===== config.mk =====
export PLATFORM = sky130hd
export DESIGN_NAME = tspf_ctrl
export DESIGN_NICKNAME = d
export VERILOG_FILES = /design/src/rtl/core/tspf_pkg.sv /design/src/rtl/core/tspf_ctrl.sv
export SDC_FILE = /design/constraint.sdc
export NUM_CORES = 1
export LEC_CHECK = 0
export CORE_AREA = 3 3 40 42
export DETAILED_ROUTE_END_ITERATION = 8
export DIE_AREA = 0 0 43 45
export DONT_BUFFER_PORTS = 1
export PLACE_DENSITY = 0.58
export SETUP_SLACK_MARGIN = 0.3
export SLEW_MARGIN = 20
export SYNTH_ARGS = -nofsm -noshare
export SYNTH_HDL_FRONTEND = slang
export SYNTH_SLANG_ARGS = --single-unit

===== constraint.sdc =====
create_clock -name clk_i -period 2.45 [get_ports clk_i]
set_clock_uncertainty 0.2 [all_clocks]
set_input_delay 0.245 -clock clk_i [delete_from_list [all_inputs] [get_ports clk_i]]
set_output_delay 0.245 -clock clk_i [all_outputs]
set_load 0.05 [all_outputs]

===== src/rtl/core/tspf_pkg.sv =====
package tspf_pkg;

  localparam int SQ_W    = 41;
  localparam int ROOT_W  = 21;
  localparam int REM_W   = ROOT_W + 2;
  localparam int INV_W   = 32;
  localparam int POS_W   = 60;
  localparam int VAL_W   = 32;
  localparam int SUM_W   = 48;
  localparam int CFG_W   = 41;
  localparam int CFG_IDX_W = 1;

  localparam logic [1:0] OP_PAIR  = 2'd0;
  localparam logic [1:0] OP_WRITE = 2'd1;
  localparam logic [1:0] OP_CLEAR = 2'd2;

  localparam logic [CFG_IDX_W-1:0] CFG_SQUARED_RANGE = 1'd0;
  localparam logic [CFG_IDX_W-1:0] CFG_INV_STEP      = 1'd1;

  localparam logic [SQ_W-1:0]  RANGE_RESET = 41'd274877906944;
  localparam logic [INV_W-1:0] INV_RESET   = 32'd134217728;
  localparam logic [SQ_W-1:0]  MIN_RESET   = 41'd1099511627776;

  typedef struct packed {
    logic [1:0]              site_pair;
    logic signed [VAL_W-1:0] force_x;
    logic signed [VAL_W-1:0] force_y;
    logic signed [VAL_W-1:0] force_z;
    logic signed [VAL_W-1:0] energy_term;
    logic signed [SUM_W-1:0] energy_total;
    logic [SQ_W-1:0]         closest_squared;
    logic                    last;
  } res_t;

  typedef struct packed {
    logic       load;
    logic       tbl_wr;
    logic       clear;
    logic       sep;
    logic       sum;
    logic       upd_min;
    logic       root_start;
    logic       idx_mul;
    logic       rd;
    logic       fmul;
    logic       fin;
    logic       take;
    logic       push;
    logic       flush;
    logic [1:0] pair;
  } dp_cmd_t;

  typedef struct packed {
    logic in_range;
    logic root_done;
    logic pend_vld;
    logic out_free;
  } dp_sts_t;

endpackage


===== src/rtl/core/tspf_ctrl.sv =====
module tspf_ctrl
  import tspf_pkg::*;
(
  input  logic       clk_i,
  input  logic       rst_ni,
  input  logic       in_valid_i,
  input  logic [1:0] operation_i,
  output logic       in_ready_o,
  input  dp_sts_t    sts_i,
  output dp_cmd_t    cmd_o
);

  localparam logic [3:0] S_IDLE = 4'd0;
  localparam logic [3:0] S_SEP  = 4'd1;
  localparam logic [3:0] S_SUM  = 4'd2;
  localparam logic [3:0] S_CHK  = 4'd3;
  localparam logic [3:0] S_ROOT = 4'd4;
  localparam logic [3:0] S_IDX  = 4'd5;
  localparam logic [3:0] S_ADDR = 4'd6;
  localparam logic [3:0] S_RD   = 4'd7;
  localparam logic [3:0] S_FIN  = 4'd8;
  localparam logic [3:0] S_PUSH = 4'd9;
  localparam logic [3:0] S_NEXT = 4'd10;
  localparam logic [3:0] S_END  = 4'd11;

  logic [3:0] st_q, st_d;
  logic [1:0] pair_q, pair_d;

  always_ff @(posedge clk_i or negedge rst_ni) begin
    if (!rst_ni) begin
      st_q   <= S_IDLE;
      pair_q <= 2'd0;
    end else begin
      st_q   <= st_d;
      pair_q <= pair_d;
    end
  end

  always_comb begin
    cmd_o      = '0;
    cmd_o.pair = pair_q;
    in_ready_o = 1'b0;
    st_d       = st_q;
    pair_d     = pair_q;
    case (st_q)
      S_IDLE: begin
        in_ready_o = 1'b1;
        if (in_valid_i) begin
          case (operation_i)
            OP_PAIR: begin
              cmd_o.load = 1'b1;
              pair_d     = 2'd0;
              st_d       = S_SEP;
            end
            OP_WRITE: cmd_o.tbl_wr = 1'b1;
            OP_CLEAR: cmd_o.clear = 1'b1;
            default: ;
          endcase
        end
      end
      S_SEP: begin
        cmd_o.sep = 1'b1;
        st_d      = S_SUM;
      end
      S_SUM: begin
        cmd_o.sum = 1'b1;
        st_d      = S_CHK;
      end
      S_CHK: begin
        cmd_o.upd_min = (pair_q == 2'd0);
        if (sts_i.in_range) begin
          cmd_o.root_start = 1'b1;
          st_d             = S_ROOT;
        end else if (pair_q == 2'd0) begin
          st_d = S_IDLE;
        end else begin
          st_d = S_NEXT;
        end
      end
      S_ROOT: begin
        if (sts_i.root_done) begin
          st_d = S_IDX;
        end
      end
      S_IDX: begin
        cmd_o.idx_mul = 1'b1;
        st_d          = S_ADDR;
      end
      S_ADDR: begin
        cmd_o.rd = 1'b1;
        st_d     = S_RD;
      end
      S_RD: begin
        cmd_o.fmul = 1'b1;
        st_d       = S_FIN;
      end
      S_FIN: begin
        cmd_o.fin = 1'b1;
        st_d      = S_PUSH;
      end
      S_PUSH: begin
        if (!sts_i.pend_vld) begin
          cmd_o.take = 1'b1;
          st_d       = S_NEXT;
        end else if (sts_i.out_free) begin
          cmd_o.push = 1'b1;
          st_d       = S_NEXT;
        end
      end
      S_NEXT: begin
        if (pair_q == 2'd3) begin
          st_d = S_END;
        end else begin
          pair_d = pair_q + 2'd1;
          st_d   = S_SEP;
        end
      end
      S_END: begin
        if (!sts_i.pend_vld) begin
          st_d = S_IDLE;
        end else if (sts_i.out_free) begin
          cmd_o.flush = 1'b1;
          st_d        = S_IDLE;
        end
      end
      default: st_d = S_IDLE;
    endcase
  end

endmodule


==> results <==
- The net switching fraction of the power is 0.573.
- The violation count after the first detailed-routing iteration is 16.
- The capture instance of the worst register-to-register path is st_q[3].
- The classification of the worst setup path is reg2out.
- The number of enable-type register cells in the synthesized netlist is 0.
- The start of the worst register-to-register path is st_q[2].
- For this run, the total global-route usage over all layers was measured as 0.170.
- The number of antenna violations at the first check in global routing is 0.
- The required time at the endpoint of the critical path is between 2 and 2.5 ns.
- The netlist uses 25 different library cells.
- The hold-critical path depth is 2.
- For this run the aggregate overflow at the end of global routing stands at 0.
- The post-synthesis net count is a little over 80.
- The logic gate share of total power is 0.632.
- The final routed wirelength across all metal layers is around 1500 um.
- The starting utilization of the core area is 0.396.
- Yosys attributes the largest share of cell area to sky130_fd_sc_hd__dfrtp_1 29%, sky130_fd_sc_hd__nor3_1 7.9%, sky130_fd_sc_hd__nor2_1 6.6%.
- The final non-filler cell total is ~110.
- The gate count after technology mapping is 70.
- The maximum clock frequency is around 490 MHz.
- The data arrival time of the critical path is around 1.6 ns.
- Headroom to the max-slew limit came out at 0.645.
- The per-instance average area after synthesis is between 7 and 8 um2.
- The total clock buffers created by CTS is 3.
- The half-perimeter wire length after detailed placement is about 1000 um.
- In this run the remaining antenna-violating nets after routing total 0.
- The proportion of layout cells with a drive suffix above 1 is 0.374.
- From synthesis to final layout, the design area changed by 58.0%.
- sky130_fd_sc_hd__dfrtp_1 takes more of the synthesized area than any other cell.
- Dividing total power by cell area gives a power density of 1360 mW/mm2.
- The die is 43 um wide.
- Clock latency on the worst-skew pair, taken at its later pin, is 0.24 ns.
- The slack of the worst reg-to-reg path is ~0.54 ns.
- Dividing the detail-routed via count by the number of cells gives around 5.4.
- The tree built by TritonCTS fans out to 6 sinks.
- Buffers placed on the I/O ports in this run total 0.
- The worst setup slack after layout is slightly below 0.4 ns.
- STA classifies the critical path endpoint as an output pin.
- The measured slew at the worst slew-check pin is ~0.53 ns.
- The setup TNS is 0 ns.
- Summed over all nets, the switching power comes to about 0.63 mW.
- Of the total power, the clock network draws 0.080.
- The largest fanout on the critical path is 9.
- CTS built an H-tree with a depth of 1.
- Dividing the detail-routed wire length by the instance count gives between 10 and 15 um.
- The worst min-delay path class is in2reg.
- The number of maximum-capacitance violations is 0.
- The share of the synthesized area in the top cell type is 0.295.
- The final critical path time including I/O delays and setup is roughly 2.1 ns.
- The total number of nets in the final design is 104.
- Among all flip-flop cells after synthesis, the most frequent one is sky130_fd_sc_hd__dfrtp_1.
- The static power due to leakage is roughly 0.35 nW.
- The final-report max-slew violation count is 0.
- The number of global-route vias before repair is 531.
- Including well taps, the total number of placed cells is 95.
- The startpoint of the tightest hold check path is sts_i[0].
- The sequential cell area fraction in the yosys report is 0.295.
- The flop and latch count out of synthesis is 6.
- Setup repair after global routing could not meet its margin everywhere.
- Timing analysis after detailed placement gives a worst setup slack of about 0.46 ns.
- Counting cells, the worst reg-to-reg path comes to 4.
- For this run, asynchronously set or reset flops after synthesis account for 1.00.
- Across the VDD grid, the largest voltage drop is just over 0.7 mV.
- For this run, the detailed router's first-pass iteration total came to 4.
- The DRC violation count after routing is 0.
- The die height is ~45 um.
- Dividing the final minimum period by the clock period gives 0.840.
- In this run the cell area of the synthesized design comes to 509 um2.
- The first-pass GRT wire length is approximately 2500 um.
- The startpoint class of the critical path is a flop.
- The largest net degree at the start of global routing is 17.
- The Yosys step of the flow raised 0 warnings.
- The core region area is ~0.0013 mm2.
- The largest buffer count on any clock path is 2.
- Clock tree synthesis selected as its root buffer the cell sky130_fd_sc_hd__clkbuf_4.
- The routed layout has between 500 and 600 vias.
- The initialized floorplan defines 13 standard-cell rows.
- The flow ran to the end, and the final reports show no timing, DRC or antenna violations.
- The count of final hold-check violations is 0.
- Setup violations remaining at the end of the flow were counted as 0.
- Cell internal power was estimated by the tool at between 0.4 and 0.5 mW.
- The weighted congestion at the end of routability-driven global placement is 0.762.
- The end point of the most critical hold path is st_q[3].
- The number of ports placed on the die boundary is 26.
- The register share of total power is 0.287.
- TritonCTS built the clock tree.
- The post-CTS clock slew at the launch and capture registers of the worst setup and hold paths is around 0.04 ns.
- The number of antenna diodes is 0.
- The die covers between 0.0015 and 0.002 mm2.
==> state kept, by name, summed over array words and instances, names as in the netlist <==
name and cells:
pair_q 2, st_q 4
==> layout make-up <==
cell class,instances,area (um2)
fill,117,480
multi-input combinational,58,398
inverter,2,7.51
clock buffer,3,22.5
tap,15,18.8
timing repair buffer,22,204
sequential,6,154
==> stage by stage <==
stage                     hold WS (ns)  total power, mW  cell area [um2]   util
final                           0.0728             1.10              805  0.626
after floorplan                 -0.251            0.820              576      -
after global placement          -0.250            0.945              702  0.546
after global routing            0.0812             1.18              805  0.626
after detailed placement        -0.250            0.953              702  0.546
after CTS                       0.0589             1.06              769  0.599
==> cells in the final DEF (no fill, tap or decap) <==
cell,count
sky130_fd_sc_hd__a21o_1,1
sky130_fd_sc_hd__a21oi_1,3
sky130_fd_sc_hd__a221o_1,1
sky130_fd_sc_hd__a2bb2oi_1,1
sky130_fd_sc_hd__a31oi_1,1
sky130_fd_sc_hd__and2_2,2
sky130_fd_sc_hd__and3_1,1
sky130_fd_sc_hd__buf_12,2
sky130_fd_sc_hd__buf_4,15
sky130_fd_sc_hd__buf_6,1
sky130_fd_sc_hd__clkbuf_4,3
sky130_fd_sc_hd__dfrtp_1,3
sky130_fd_sc_hd__dfrtp_2,3
sky130_fd_sc_hd__dlygate4sd3_1,4
sky130_fd_sc_hd__ha_1,2
sky130_fd_sc_hd__inv_1,2
sky130_fd_sc_hd__nand2_1,7
sky130_fd_sc_hd__nand2_2,1
sky130_fd_sc_hd__nand2b_1,5
sky130_fd_sc_hd__nand4b_1,1
sky130_fd_sc_hd__nor2_1,9
sky130_fd_sc_hd__nor2b_1,1
sky130_fd_sc_hd__nor3_1,4
sky130_fd_sc_hd__nor3_2,3
sky130_fd_sc_hd__nor3_4,1
sky130_fd_sc_hd__nor3b_1,1
sky130_fd_sc_hd__nor3b_4,2
sky130_fd_sc_hd__nor4_4,1
sky130_fd_sc_hd__o21ai_0,5
sky130_fd_sc_hd__o21ai_1,2
sky130_fd_sc_hd__o31ai_1,1
sky130_fd_sc_hd__or3_1,1
sky130_fd_sc_hd__or4b_1,1
==> synthesized netlist by cell type (all sizes together), types with 2 or more instances <==
master / n
nor2: 9
nand2: 8
nor3: 8
o21ai: 7
dfrtp: 6
nand2b: 5
a21oi: 3
clkbuf: 3
nor3b: 3
and2: 2
ha: 2
inv: 2
==> kinds of logic after synthesis <==
logic type / Yosys count / share of synthesized area
simple gates: 41 / 0.420
compound gates: 15 / 0.177
buf+inv: 6 / 0.0590
flops: 6 / 0.295
fa+ha+maj: 2 / 0.0491
==> routing by layer <==
metal / up-vias / share of wire / wire length (um) / GRT usage
li1: 293 / - / - / -
met1: 261 / 0.45 / 666 / 0.225
met2: 18 / 0.48 / 702 / 0.278
met3: 0 / 0.066 / 96 / 0.0518
met4: 0 / 0 / 0 / 0.0361
met5: - / 0 / 0 / 0
==> how the worst max path moves through the flow <==
stage	startpoint	to	slack (ns)
6_report	st_q[2]	cmd_o[9]	0.39
5_1_grt	st_q[3]	cmd_o[14]	0.29
4_1_cts	st_q[0]	cmd_o[15]	0.30
3_5_place_dp	st_q[0]	cmd_o[9]	0.46
3_3_place_gp	st_q[0]	cmd_o[9]	0.52
2_1_floorplan	st_q[1]	pair_q[1]	0.01
==> critical path, cell delays in order, from the launching register on <==
cell and delay [ns]:
sky130_fd_sc_hd__dfrtp_1 0.48, sky130_fd_sc_hd__buf_4 0.22, sky130_fd_sc_hd__nor3_1 0.30, sky130_fd_sc_hd__and2_2 0.37
==> power groups by stage <==
stage | Clock (mW) | Sequential, mW | Combinational (mW)
floorplan | 0 | 0.248 | 0.572
global route | 0.100 | 0.325 | 0.755
CTS | 0.0944 | 0.325 | 0.644
detailed placement | 0 | 0.323 | 0.630
finish | 0.0883 | 0.315 | 0.694
global placement | 0 | 0.320 | 0.625
==> timing repair <==
action                                  4_1_cts  5_1_grt
resized for setup                             4        2
endpoints found under the setup margin        3        5
endpoints found under the hold margin         8        0
buffers inserted                              0        4
hold buffers                                  4        0
pin swaps                                     0        3
Note: power is estimated with default switching activity, not from simulation.
